File: config.mk
export PLATFORM = sky130hd
export DESIGN_NAME = obj_face_index_parser_fan_flat
export DESIGN_NICKNAME = d
export VERILOG_FILES = /design/src/design/ofip_pkg.sv /design/src/design/ofip_req_if.sv /design/src/design/ofip_rsp_if.sv /design/src/design/ofip_digit_acc.sv /design/src/design/obj_face_index_parser_fan.sv /design/src/flat_wrapper.sv
export SDC_FILE = /design/constraint.sdc
export NUM_CORES = 1
export LEC_CHECK = 0
export BUFFER_PORTS_ARGS = -buffer_cell sky130_fd_sc_hd__buf_2
export CAP_MARGIN = 20
export CORE_MARGIN = 5
export CORE_UTILIZATION = 40
export DETAILED_ROUTE_END_ITERATION = 10
export GPL_ROUTABILITY_DRIVEN = 0
export GPL_TIMING_DRIVEN = 0
export HOLD_SLACK_MARGIN = 0.08
export PLACE_DENSITY = 0.69
export SETUP_SLACK_MARGIN = 0.15
export SLEW_MARGIN = 25
export SYNTH_ARGS = -nofsm -noshare
export SYNTH_HDL_FRONTEND = slang
export SYNTH_SLANG_ARGS = --single-unit
File: constraint.sdc
create_clock -name clock -period 37.6 [get_ports clock]
set_input_delay 3.76 -clock clock [delete_from_list [all_inputs] [get_ports clock]]
set_output_delay 3.76 -clock clock [all_outputs]
set_load 0.03 [all_outputs]
File: src/design/ofip_pkg.sv
// Package with constants and types shared by the face index parser files.
package ofip_pkg;

   localparam int INDEX_BITS_DEF = 24;
   localparam int OUT_BITS       = 24;
   localparam int LAYOUT_BITS    = 2;

   localparam logic [LAYOUT_BITS-1:0] LAYOUT_RESET = 2'd3;
   localparam int LAYOUT_TEX_BIT  = 0;
   localparam int LAYOUT_NORM_BIT = 1;

   localparam logic [7:0] CHAR_SLASH   = 8'h2f;
   localparam logic [7:0] CHAR_SPACE   = 8'h20;
   localparam logic [7:0] CHAR_NEWLINE = 8'h0a;
   localparam logic [7:0] CHAR_MINUS   = 8'h2d;
   localparam logic [7:0] CHAR_ZERO    = 8'h30;
   localparam logic [7:0] CHAR_NINE    = 8'h39;

   typedef enum logic [1:0] {
      SLOT_POS  = 2'd0,
      SLOT_TEX  = 2'd1,
      SLOT_NORM = 2'd2
   } slot_type;

   typedef enum logic [1:0] {
      CNT_NONE = 2'd0,
      CNT_ONE  = 2'd1,
      CNT_TWO  = 2'd2
   } count_type;

   typedef struct packed {
      logic signed [OUT_BITS-1:0] pos;
      logic signed [OUT_BITS-1:0] tex;
      logic signed [OUT_BITS-1:0] norm;
   } corner_type;

   typedef struct packed {
      corner_type first;
      corner_type second;
      corner_type third;
      logic       has_tex;
      logic       has_norm;
   } result_type;

endpackage

File: src/design/ofip_req_if.sv
// Input channel carrying one text byte per word.
interface ofip_req_if;
   logic       valid;
   logic       ready;
   logic [7:0] text_byte;
   logic       new_file;

   modport source (output valid, output text_byte, output new_file, input ready);
   modport sink (input valid, input text_byte, input new_file, output ready);
endinterface

File: src/design/ofip_rsp_if.sv
// Result channel carrying one triangle per word.
interface ofip_rsp_if;
   logic                                  valid;
   logic                                  ready;
   logic signed [ofip_pkg::OUT_BITS-1:0] first_pos;
   logic signed [ofip_pkg::OUT_BITS-1:0] first_tex;
   logic signed [ofip_pkg::OUT_BITS-1:0] first_norm;
   logic signed [ofip_pkg::OUT_BITS-1:0] second_pos;
   logic signed [ofip_pkg::OUT_BITS-1:0] second_tex;
   logic signed [ofip_pkg::OUT_BITS-1:0] second_norm;
   logic signed [ofip_pkg::OUT_BITS-1:0] third_pos;
   logic signed [ofip_pkg::OUT_BITS-1:0] third_tex;
   logic signed [ofip_pkg::OUT_BITS-1:0] third_norm;
   logic                                  has_tex;
   logic                                  has_norm;

   modport source (output valid, output first_pos, output first_tex, output first_norm,
                   output second_pos, output second_tex, output second_norm,
                   output third_pos, output third_tex, output third_norm,
                   output has_tex, output has_norm, input ready);
   modport sink (input valid, input first_pos, input first_tex, input first_norm,
                 input second_pos, input second_tex, input second_norm,
                 input third_pos, input third_tex, input third_norm,
                 input has_tex, input has_norm, output ready);
endinterface

File: src/design/ofip_digit_acc.sv
// Saturating decimal accumulate of one digit into a token magnitude.
module ofip_digit_acc #(
   parameter int INDEX_BITS = ofip_pkg::INDEX_BITS_DEF
) (
   input  logic [INDEX_BITS-1:0] accum,
   input  logic                  negative,
   input  logic [3:0]            digit,
   output logic [INDEX_BITS-1:0] accum_next
);

   localparam int WIDE_BITS = INDEX_BITS + 4;

   logic [WIDE_BITS-1:0] accum_wide;
   logic [WIDE_BITS-1:0] product;
   logic [WIDE_BITS-1:0] limit;

   assign accum_wide = WIDE_BITS'(accum);
   assign product    = (accum_wide << 3) + (accum_wide << 1) + WIDE_BITS'(digit);
   assign limit      = (WIDE_BITS'(1) << (INDEX_BITS - 1)) - WIDE_BITS'(!negative);
   assign accum_next = (product > limit) ? limit[INDEX_BITS-1:0]
                                         : product[INDEX_BITS-1:0];

endmodule

File: src/design/obj_face_index_parser_fan.sv
// Top level of the face index parser with fan triangulation.
// Each word on req_bus is one character of face index text; the block accepts one word
// per clock cycle whenever its result register is empty or is being emptied in the same
// cycle, so with rsp_bus.ready held high it sustains one character per cycle. A triangle
// is registered and shown on rsp_bus in the cycle after the space or newline that
// completes its third or later corner. Each digit is folded into the current token by
// a combinational multiply-by-ten saturating accumulate, which works directly on the
// parser state registers. Indices saturate at the range of INDEX_BITS and the low 24 bits
// of each index appear on the outputs; has_tex and has_norm are the sticky seen flags
// masked by the layout register written through csr_we and csr_wdata.
module obj_face_index_parser_fan #(
   parameter int INDEX_BITS = ofip_pkg::INDEX_BITS_DEF
) (
   input  logic                             clock,
   input  logic                             reset,
   input  logic                             csr_we,
   input  logic [ofip_pkg::LAYOUT_BITS-1:0] csr_wdata,
   ofip_req_if.sink                         req_bus,
   ofip_rsp_if.source                       rsp_bus
);

   localparam int OB       = ofip_pkg::OUT_BITS;
   localparam int EXT_BITS = (INDEX_BITS > OB) ? INDEX_BITS : OB;

   logic [ofip_pkg::LAYOUT_BITS-1:0] layout_ff;
   logic [INDEX_BITS-1:0]            accum_ff, accum_in;
   logic                             neg_ff, neg_in;
   logic                             stop_ff, stop_in;
   logic                             started_ff, started_in;
   ofip_pkg::slot_type               slot_ff, slot_in;
   logic                             afs_ff, afs_in;
   logic signed [OB-1:0]             vpos_ff, vpos_in;
   logic signed [OB-1:0]             vtex_ff, vtex_in;
   ofip_pkg::corner_type             pin_ff, pin_in;
   ofip_pkg::corner_type             prev_ff, prev_in;
   ofip_pkg::count_type              cnt_ff, cnt_in;
   logic                             tex_seen_ff, tex_seen_in;
   logic                             norm_seen_ff, norm_seen_in;
   logic                             rsp_valid_ff, rsp_valid_in;
   ofip_pkg::result_type             rsp_ff, rsp_in;

   logic                             req_fire;
   logic                             emit;
   logic                             clr;
   logic [INDEX_BITS-1:0]            cur_accum, acc_next;
   logic                             cur_neg, cur_stop, cur_started, cur_afs;
   ofip_pkg::slot_type               cur_slot;
   logic signed [OB-1:0]             cur_vpos, cur_vtex;
   ofip_pkg::corner_type             cur_pin, cur_prev;
   ofip_pkg::count_type              cur_cnt;
   logic                             cur_tex_seen, cur_norm_seen;
   logic signed [INDEX_BITS-1:0]     tok_s;
   logic signed [EXT_BITS-1:0]       tok_w;
   logic signed [OB-1:0]             tok;
   logic [7:0]                       ch;

   assign req_bus.ready = !rsp_valid_ff || rsp_bus.ready;
   assign req_fire      = req_bus.valid && req_bus.ready;
   assign ch            = req_bus.text_byte;
   assign clr           = req_bus.new_file;

   assign cur_accum     = clr ? '0 : accum_ff;
   assign cur_neg       = clr ? 1'b0 : neg_ff;
   assign cur_stop      = clr ? 1'b0 : stop_ff;
   assign cur_started   = clr ? 1'b0 : started_ff;
   assign cur_afs       = clr ? 1'b0 : afs_ff;
   assign cur_slot      = clr ? ofip_pkg::SLOT_POS : slot_ff;
   assign cur_vpos      = clr ? '0 : vpos_ff;
   assign cur_vtex      = clr ? '0 : vtex_ff;
   assign cur_pin       = clr ? '0 : pin_ff;
   assign cur_prev      = clr ? '0 : prev_ff;
   assign cur_cnt       = clr ? ofip_pkg::CNT_NONE : cnt_ff;
   assign cur_tex_seen  = clr ? 1'b0 : tex_seen_ff;
   assign cur_norm_seen = clr ? 1'b0 : norm_seen_ff;

   ofip_digit_acc #(
      .INDEX_BITS(INDEX_BITS)
   ) u_digit_acc (
      .accum      (cur_accum),
      .negative   (cur_neg),
      .digit      (4'(ch - ofip_pkg::CHAR_ZERO)),
      .accum_next (acc_next)
   );

   // The negated magnitude of a negative token is exactly representable in INDEX_BITS.
   assign tok_s = cur_neg ? -$signed(cur_accum) : $signed(cur_accum);
   assign tok_w = EXT_BITS'(tok_s);
   assign tok   = tok_w[OB-1:0];

   always_comb begin
      ofip_pkg::corner_type vtx;
      vtx          = '0;
      accum_in     = accum_ff;
      neg_in       = neg_ff;
      stop_in      = stop_ff;
      started_in   = started_ff;
      slot_in      = slot_ff;
      afs_in       = afs_ff;
      vpos_in      = vpos_ff;
      vtex_in      = vtex_ff;
      pin_in       = pin_ff;
      prev_in      = prev_ff;
      cnt_in       = cnt_ff;
      tex_seen_in  = tex_seen_ff;
      norm_seen_in = norm_seen_ff;
      emit         = 1'b0;
      rsp_in       = rsp_ff;
      if (req_fire) begin
         accum_in     = cur_accum;
         neg_in       = cur_neg;
         stop_in      = cur_stop;
         started_in   = cur_started;
         slot_in      = cur_slot;
         afs_in       = 1'b0;
         vpos_in      = cur_vpos;
         vtex_in      = cur_vtex;
         pin_in       = cur_pin;
         prev_in      = cur_prev;
         cnt_in       = cur_cnt;
         tex_seen_in  = cur_tex_seen || (cur_afs && (ch != ofip_pkg::CHAR_SLASH));
         norm_seen_in = cur_norm_seen;
         if (ch >= ofip_pkg::CHAR_ZERO && ch <= ofip_pkg::CHAR_NINE) begin
            if (!cur_stop) begin
               accum_in = acc_next;
            end
            started_in = 1'b1;
         end else if (ch == ofip_pkg::CHAR_MINUS) begin
            if (!cur_started) begin
               neg_in = 1'b1;
            end else begin
               stop_in = 1'b1;
            end
            started_in = 1'b1;
         end else if (ch == ofip_pkg::CHAR_SLASH) begin
            if (cur_slot == ofip_pkg::SLOT_POS) begin
               vpos_in    = tok;
               afs_in     = 1'b1;
               slot_in    = ofip_pkg::SLOT_TEX;
               accum_in   = '0;
               neg_in     = 1'b0;
               stop_in    = 1'b0;
               started_in = 1'b0;
            end else if (cur_slot == ofip_pkg::SLOT_TEX) begin
               vtex_in      = tok;
               norm_seen_in = 1'b1;
               slot_in      = ofip_pkg::SLOT_NORM;
               accum_in     = '0;
               neg_in       = 1'b0;
               stop_in      = 1'b0;
               started_in   = 1'b0;
            end
         end else if (ch == ofip_pkg::CHAR_SPACE || ch == ofip_pkg::CHAR_NEWLINE) begin
            if (cur_started || cur_slot != ofip_pkg::SLOT_POS) begin
               vtx.pos = cur_vpos;
               vtx.tex = cur_vtex;
               case (cur_slot)
                  ofip_pkg::SLOT_POS: vtx.pos  = tok;
                  ofip_pkg::SLOT_TEX: vtx.tex  = tok;
                  default:            vtx.norm = tok;
               endcase
               accum_in   = '0;
               neg_in     = 1'b0;
               stop_in    = 1'b0;
               started_in = 1'b0;
               vpos_in    = '0;
               vtex_in    = '0;
               slot_in    = ofip_pkg::SLOT_POS;
               if (cur_cnt == ofip_pkg::CNT_NONE) begin
                  pin_in = vtx;
                  cnt_in = ofip_pkg::CNT_ONE;
               end else begin
                  if (cur_cnt == ofip_pkg::CNT_TWO) begin
                     emit            = 1'b1;
                     rsp_in.first    = cur_pin;
                     rsp_in.second   = cur_prev;
                     rsp_in.third    = vtx;
                     rsp_in.has_tex  = tex_seen_in &&
                                       layout_ff[ofip_pkg::LAYOUT_TEX_BIT];
                     rsp_in.has_norm = cur_norm_seen &&
                                       layout_ff[ofip_pkg::LAYOUT_NORM_BIT];
                  end
                  prev_in = vtx;
                  cnt_in  = ofip_pkg::CNT_TWO;
               end
            end
            if (ch == ofip_pkg::CHAR_NEWLINE) begin
               accum_in   = '0;
               neg_in     = 1'b0;
               stop_in    = 1'b0;
               started_in = 1'b0;
               vpos_in    = '0;
               vtex_in    = '0;
               slot_in    = ofip_pkg::SLOT_POS;
               cnt_in     = ofip_pkg::CNT_NONE;
            end
         end
      end
   end

   assign rsp_valid_in = emit || (rsp_valid_ff && !rsp_bus.ready);

   always_ff @(posedge clock) begin
      if (reset) begin
         layout_ff    <= ofip_pkg::LAYOUT_RESET;
         accum_ff     <= '0;
         neg_ff       <= 1'b0;
         stop_ff      <= 1'b0;
         started_ff   <= 1'b0;
         slot_ff      <= ofip_pkg::SLOT_POS;
         afs_ff       <= 1'b0;
         vpos_ff      <= '0;
         vtex_ff      <= '0;
         pin_ff       <= '0;
         prev_ff      <= '0;
         cnt_ff       <= ofip_pkg::CNT_NONE;
         tex_seen_ff  <= 1'b0;
         norm_seen_ff <= 1'b0;
         rsp_valid_ff <= 1'b0;
      end else begin
         if (csr_we) begin
            layout_ff <= csr_wdata;
         end
         accum_ff     <= accum_in;
         neg_ff       <= neg_in;
         stop_ff      <= stop_in;
         started_ff   <= started_in;
         slot_ff      <= slot_in;
         afs_ff       <= afs_in;
         vpos_ff      <= vpos_in;
         vtex_ff      <= vtex_in;
         pin_ff       <= pin_in;
         prev_ff      <= prev_in;
         cnt_ff       <= cnt_in;
         tex_seen_ff  <= tex_seen_in;
         norm_seen_ff <= norm_seen_in;
         rsp_valid_ff <= rsp_valid_in;
      end
   end

   always_ff @(posedge clock) begin
      if (emit) begin
         rsp_ff <= rsp_in;
      end
   end

   assign rsp_bus.valid       = rsp_valid_ff;
   assign rsp_bus.first_pos   = rsp_ff.first.pos;
   assign rsp_bus.first_tex   = rsp_ff.first.tex;
   assign rsp_bus.first_norm  = rsp_ff.first.norm;
   assign rsp_bus.second_pos  = rsp_ff.second.pos;
   assign rsp_bus.second_tex  = rsp_ff.second.tex;
   assign rsp_bus.second_norm = rsp_ff.second.norm;
   assign rsp_bus.third_pos   = rsp_ff.third.pos;
   assign rsp_bus.third_tex   = rsp_ff.third.tex;
   assign rsp_bus.third_norm  = rsp_ff.third.norm;
   assign rsp_bus.has_tex     = rsp_ff.has_tex;
   assign rsp_bus.has_norm    = rsp_ff.has_norm;

   // A new triangle only appears after an accepted word.
   a_rsp_from_word : assert property (@(posedge clock) disable iff (reset)
      $rose(rsp_valid_ff) |-> $past(req_fire))
      else $error("result appeared without an accepted word");

   // A newline always closes the polygon.
   a_newline_closes : assert property (@(posedge clock) disable iff (reset)
      req_fire && ch == ofip_pkg::CHAR_NEWLINE |=> cnt_ff == ofip_pkg::CNT_NONE)
      else $error("corner count not cleared after newline");

   // The texture check is pending only right after the first slash of a vertex.
   a_afs_slot : assert property (@(posedge clock) disable iff (reset)
      afs_ff |-> slot_ff == ofip_pkg::SLOT_TEX)
      else $error("first slash flag set outside the texture slot");

endmodule
File: src/flat_wrapper.sv
// flat-port wrapper written by rule: the top's interface ports become plain ports
module obj_face_index_parser_fan_flat 
#(
   parameter int INDEX_BITS = ofip_pkg::INDEX_BITS_DEF
)
  (clock, reset, csr_we, csr_wdata, req_bus_valid, req_bus_text_byte, req_bus_new_file, req_bus_ready, rsp_bus_valid, rsp_bus_first_pos, rsp_bus_first_tex, rsp_bus_first_norm, rsp_bus_second_pos, rsp_bus_second_tex, rsp_bus_second_norm, rsp_bus_third_pos, rsp_bus_third_tex, rsp_bus_third_norm, rsp_bus_has_tex, rsp_bus_has_norm, rsp_bus_ready);
  ofip_req_if req_bus_i ();
  ofip_rsp_if rsp_bus_i ();
  input  logic clock;
  input  logic reset;
  input  logic csr_we;
  input  logic [ofip_pkg::LAYOUT_BITS-1:0] csr_wdata;
  input wire logic [$bits(req_bus_i.valid)-1:0] req_bus_valid;
  input wire logic [$bits(req_bus_i.text_byte)-1:0] req_bus_text_byte;
  input wire logic [$bits(req_bus_i.new_file)-1:0] req_bus_new_file;
  output wire logic [$bits(req_bus_i.ready)-1:0] req_bus_ready;
  output wire logic [$bits(rsp_bus_i.valid)-1:0] rsp_bus_valid;
  output wire logic [$bits(rsp_bus_i.first_pos)-1:0] rsp_bus_first_pos;
  output wire logic [$bits(rsp_bus_i.first_tex)-1:0] rsp_bus_first_tex;
  output wire logic [$bits(rsp_bus_i.first_norm)-1:0] rsp_bus_first_norm;
  output wire logic [$bits(rsp_bus_i.second_pos)-1:0] rsp_bus_second_pos;
  output wire logic [$bits(rsp_bus_i.second_tex)-1:0] rsp_bus_second_tex;
  output wire logic [$bits(rsp_bus_i.second_norm)-1:0] rsp_bus_second_norm;
  output wire logic [$bits(rsp_bus_i.third_pos)-1:0] rsp_bus_third_pos;
  output wire logic [$bits(rsp_bus_i.third_tex)-1:0] rsp_bus_third_tex;
  output wire logic [$bits(rsp_bus_i.third_norm)-1:0] rsp_bus_third_norm;
  output wire logic [$bits(rsp_bus_i.has_tex)-1:0] rsp_bus_has_tex;
  output wire logic [$bits(rsp_bus_i.has_norm)-1:0] rsp_bus_has_norm;
  input wire logic [$bits(rsp_bus_i.ready)-1:0] rsp_bus_ready;
  assign req_bus_i.valid = req_bus_valid;
  assign req_bus_i.text_byte = req_bus_text_byte;
  assign req_bus_i.new_file = req_bus_new_file;
  assign req_bus_ready = req_bus_i.ready;
  assign rsp_bus_valid = rsp_bus_i.valid;
  assign rsp_bus_first_pos = rsp_bus_i.first_pos;
  assign rsp_bus_first_tex = rsp_bus_i.first_tex;
  assign rsp_bus_first_norm = rsp_bus_i.first_norm;
  assign rsp_bus_second_pos = rsp_bus_i.second_pos;
  assign rsp_bus_second_tex = rsp_bus_i.second_tex;
  assign rsp_bus_second_norm = rsp_bus_i.second_norm;
  assign rsp_bus_third_pos = rsp_bus_i.third_pos;
  assign rsp_bus_third_tex = rsp_bus_i.third_tex;
  assign rsp_bus_third_norm = rsp_bus_i.third_norm;
  assign rsp_bus_has_tex = rsp_bus_i.has_tex;
  assign rsp_bus_has_norm = rsp_bus_i.has_norm;
  assign rsp_bus_i.ready = rsp_bus_ready;
  obj_face_index_parser_fan #(.INDEX_BITS(INDEX_BITS)) u_core (.clock(clock), .reset(reset), .csr_we(csr_we), .csr_wdata(csr_wdata), .req_bus(req_bus_i), .rsp_bus(rsp_bus_i));
endmodule
Word-level counts from Yosys, hierarchy flattened
Cells that the tools add are included.

Shifts and indexed selects: 0. Add/subtract/negate cells: 5. Multipliers: 0. Equal/unequal tests: 7. Divide/modulo/power cells: 0. Bitwise logic cells: 4. Reduce and logical (&&, ||, !) cells: 19. Mux-type cells: 110. Magnitude comparators: 3.

Operators with widths (number): 2-to-1 mux 72 bit (14); 2-to-1 mux 24 bit (30); 2-to-1 mux 1 bit (49); 2-to-1 mux 2 bit (17); adder 27 x 25 -> 28 bit (1); adder 28 x 4 -> 28 bit (1); > comparator 28 bit (1); subtractor 24 x 1 -> 25 bit (first input constant) (1); equality test 8 x 6 -> 1 bit (second input constant) (3); negator 24 bit (1); AND reduction 9 bit (1); equality test 8 x 4 -> 1 bit (second input constant) (1); >= comparator 8 x 6 -> 1 bit (second input constant) (1); <= comparator 8 x 6 -> 1 bit (second input constant) (1); != test 8 x 6 -> 1 bit (second input constant) (1); logical AND 1 bit (6); logical OR 1 bit (5); logical NOT 2 bit (2); NOT 1 bit (4); subtractor 4 x 1 -> 4 bit (second input constant) (1); logical NOT 1 bit (3); equality test 2 x 1 -> 1 bit (second input constant) (1); equality test 2 bit (second input constant) (1); nonzero test 2 bit (1); OR reduction 2 bit (1).

Bits in latches: 0. Bits in registers: 447. Memories: 0. Logic and storage cells: 178. Bits in writable memories: 0. ROM bits: 0.

Longest topological paths before layout
Depth after elaboration: 11. Mapped depth: 30.

Cells and area by module
From an unflattened synthesis, not the netlist that was laid out.

Cell total of the unflattened synthesis: 1783. Area, all modules: 19623.8 um^2.

Modules (own cells, without submodules): obj_face_index_parser_fan (cells each 1481, area an instance 17166.5 um^2, instances 1); ofip_digit_acc (cells each 302, area an instance 2457.4 um^2, instances 1).

Worst setup path before layout
Ideal clock, no wire load.

Path kind: input-to-reg. Start point: input req_bus_new_file. End point: register u_core.rsp_ff, in the netlist u_core.rsp_bus.first_norm[0] (enable). Stages: 11. Arrival: 28048 ps. Data required time: 36193 ps. Slack: 8144 ps. Cell sequence: clkbuf_1 -> clkbuf_1 -> nor2b_1 -> clkinv_1 -> clkbuf_1 -> buf_1 -> ha_1 -> clkbuf_1 -> a21oi_1 -> nand2_1 -> nor4b_1.

Longest elaborated chain between the ends: 11.

RTL lines: start: declaration (line flat_wrapper.sv:15) `input wire logic [$bits(req_bus_i.new_file)-1:0] req_bus_new_file;`; 2-to-1 mux 2 bit (line obj_face_index_parser_fan.sv:72) `assign cur_cnt = clr ? ofip_pkg::CNT_NONE : cnt_ff;`; equality test 2 bit (line obj_face_index_parser_fan.sv:172) `if (cur_cnt == ofip_pkg::CNT_TWO) begin`; 2-to-1 mux 1 bit (line obj_face_index_parser_fan.sv:172); 2-to-1 mux 1 bit (line obj_face_index_parser_fan.sv:168) `if (cur_cnt == ofip_pkg::CNT_NONE) begin`; 2-to-1 mux 1 bit (line obj_face_index_parser_fan.sv:153) `if (cur_started || cur_slot != ofip_pkg::SLOT_POS) begin`; 2-to-1 mux 1 bit (line obj_face_index_parser_fan.sv:152) `end else if (ch == ofip_pkg::CHAR_SPACE || ch == ofip_pkg::CHAR_NEWLINE) begin`; 2-to-1 mux 1 bit (line obj_face_index_parser_fan.sv:134) `end else if (ch == ofip_pkg::CHAR_SLASH) begin`; 2-to-1 mux 1 bit (line obj_face_index_parser_fan.sv:127) `end else if (ch == ofip_pkg::CHAR_MINUS) begin`; 2-to-1 mux 1 bit (line obj_face_index_parser_fan.sv:122) `if (ch >= ofip_pkg::CHAR_ZERO && ch <= ofip_pkg::CHAR_NINE) begin`; 2-to-1 mux 1 bit (line obj_face_index_parser_fan.sv:108) `if (req_fire) begin`; AND reduction 9 bit (no source line) *; end signal: assignment (line obj_face_index_parser_fan.sv:242) `rsp_ff <= rsp_in;`; end: declaration (line obj_face_index_parser_fan.sv:40) `ofip_pkg::result_type rsp_ff, rsp_in;`.

Mark *: on every way between the ends. The rest lies on a longest branch, timed or not. A chain may end at the register's enable or synchronous reset.

Worst setup path in the final report
Start point: input req_bus_new_file. End point: register u_core.accum_ff[19].

Longest elaborated chain between the ends: 9.

RTL lines: parallel branches: the longest is 8 deep, another holds adder 27 x 25 -> 28 bit; 2-to-1 mux 24 bit * (line obj_face_index_parser_fan.sv:122); end signal: assignment (line obj_face_index_parser_fan.sv:223) `accum_ff <= accum_in;`; end: declaration (line obj_face_index_parser_fan.sv:26) `logic [INDEX_BITS-1:0] accum_ff, accum_in;`.

Every way passes the cells marked *.

==> reports/metrics.cfg <==
[yosys]
async_flop_share = 0
syn-num-nets = 1905
synth_ff_type = dfxtp_1
synth_xor_area_frac = 0.0208
muxShareOfSynthArea = 0.00310
synthCells = 1814
ys_types = 66
yosys.area_share.simple = 0.163
ys_ff_latch = 447
syn_avg_cell_area_sq_um = 10.7
ys_seq_area_frac = 0.574
synth-adder-area-share = 0.0488
synth_warnings = 0
synth-edff-count = 218
synth_top_family_by_area = simple AND/OR/NAND/NOR gates
synth_compound_area_frac = 0.161
syn_area_sq_um = 19400

[clock_tree]
cts_sinks = 447
numCtsBuffers = 47
cts_setup_buffers = 0
cts_tree = done
clock_latency_ns = 0.59
clk_pin_slew_worst_paths_ns = 0.06
cts-resized-gates = 0
htree_levels = 2
root_buffer = clkbuf_16
cts_buffer_depth = 3
postCtsHoldBufs = 0

[global_routing]
antenna_found_initial = 1
grt_max_degree = 27
gr-total-overflow = 0
grt_util_all_layers = 0.215
grt_pass1_vias = 15300
grt_pass1_wl_um = 90100

[power_and_ir_drop]
internal-power_mw = 0.785
sequentialPowerShare = 0.503
p_per_area_nw_per_um2 = 43.5
p_switching_mw = 0.222
clockPowerShare = 0.473
power.share.switching = 0.220
ir_drop_mv = 0.0281
cellLeakagePower_nw = 9.14
p_comb_frac = 0.024

[detailed_routing]
avgRoutedWirePerCell_um = 21.3
routed_wl_um = 59300
drt_iter0_drc = 1505
drt_first_pass_iters = 6
detail-route-antenna-nets = 0
wl_met3_um = 4850
drt-vias-per-instance = 5.61
via_count = 15600
drc = 0
met2_length_um = 27000
wl_met1_um = 24600
top_layer_used = met4

[sta]
min_period_over_period = 0.304
fmax_mhz = 87.4
slew_violations = 0
fin_crit_ns = 11.45
clock_skew_ns = 0.0201
worstMarginPinSlew_ns = 1.12
rsz0062_at_grt = false
slew_headroom = 0.248
hold_violations = 0
setup_viol_count_final = 0

[floorplanning]
die_height_um = 230
num_rows = 80
start_util = 0.405
die_area_sq_um = 53000
ios = 236
die_w_um = 230
core_area_sq_um = 47800

[placed_design]
place_area_sq_um = 21500
hpwl_um = 44700
io_buffers = 234
placed_cells = 2699

[worst_setup_path]
critical_path_class = in -> reg
slowest_delay_ns = 0.65
start_kind = input port
cp-end-kind = flip-flop
crit_top_cell = clkbuf_1
crit_path_top_delay_cell = clkbuf_1
path_max_fanout = 10
crit_required_ns = 38.04
cp_data_arrival_time_ns = 11.88

[status]
outcome = finished, final reports clean

[final_layout]
final_cells = 2787
fin_area_sq_um = 23100
drive_above_1_share = 0.178
fin_util = 0.483
layout_common_cells = nor2_1, buf_2, dfxtp_1, edfxtp_1, a22oi_1
final_common_cell = nor2_1
diodes = 0
area_growth_syn_to_layout_pct = 19.3
reg_top3 = u_core.pin_ff (72), u_core.prev_ff (72)
final_net_count = 2224

[worst_hold_path]
hp-class = reg -> reg

[job]
drv_cap = 0

[worst paths after layout]
kind | from | to | slack [ns] | cells past startpoint
worst min-delay path | u_core.pin_ff[70] | u_core.pin_ff[70] | 0.48 | 1
worst max-delay path | req_bus_new_file | u_core.accum_ff[19] | 26.15 | 29
worst max register to register | u_core.accum_ff[0] | u_core.accum_ff[19] | 31.02 | 24
worst min register to register | u_core.pin_ff[70] | u_core.pin_ff[70] | 0.48 | 1
[cell usage after synthesis, types with 9 or more instances]
cell type	count	share of area
a211oi_2	10	0.0065
nand3_1	14	0.0036
edfxtp_1	218	0.34
xor2_1	21	0.0095
nor2_1	288	0.056
ha_1	74	0.048
nor3_1	34	0.0088
dfxtp_1	229	0.24
a31o_2	9	0.0041
xnor2_1	25	0.011
o21ai_0	51	0.013
and3_1	14	0.0045
a22oi_1	183	0.071
clkbuf_1	107	0.021
a211oi_1	17	0.0066
nand2_1	94	0.018
nor2b_1	169	0.055
o21ai_1	13	0.0034
a21o_1	26	0.010
a21oi_1	57	0.015
and2_1	11	0.0036
inv_1	25	0.0048
[layout make-up]
class	count	area, sq um
buffer	118	455
clock buffer	60	1300
clock inverter	28	299
fill	4351	24700
inverter	27	101
multi-input combinational	1222	7710
sequential	447	11100
tap	615	769
timing repair buffer	270	1370
[critical path, delay by kind of cell]
kind	cells	cell delay (ns)
xor+xnor	1	0.35
fa+ha+maj	4	1.27
simple gates	6	1.67
compound gates	9	1.51
buf+inv	9	3.30
[cells by family after synthesis]
logic type | after synthesis
AND/OR/NAND/NOR | 662
flip-flops | 447
AO/OA/AOI/OAI | 433
buffers and inverters | 145
adder cells (fa/ha/maj) | 75
XOR/XNOR | 46
multiplexers | 6
[power groups by stage]
stage / combinational, mW / sequential, mW / clock, mW
after CTS: 0.0237 / 0.506 / 0.482
after global routing: 0.0258 / 0.506 / 0.504
final: 0.0243 / 0.506 / 0.476
after detailed placement: 0.0237 / 0.517 / 0
after global placement: 0.0232 / 0.517 / 0
after floorplan: 0.0138 / 0.517 / 0
[through the flow]
| stage | power, mW | worst slack, ns | hold WS, ns | setup TNS [ns] |
|---|---|---|---|---|
| floorplan | 0.530 | 8.14 | 0.433 | 0 |
| global placement | 0.540 | -1.89 | 0.457 | -405.55 |
| detailed placement | 0.540 | 25.81 | 0.453 | 0 |
| CTS | 1.01 | 26.39 | 0.474 | 0 |
| global route | 1.04 | 25.75 | 0.499 | 0 |
| finish | 1.01 | 26.15 | 0.478 | 0 |
[layer usage]
layer,vias to the layer above,global-route usage
li1,7203,-
met1,7567,0.283
met2,726,0.346
met3,150,0.0468
met4,0,0.0884
met5,-,0
Note: power is estimated with default switching activity, not from simulation.
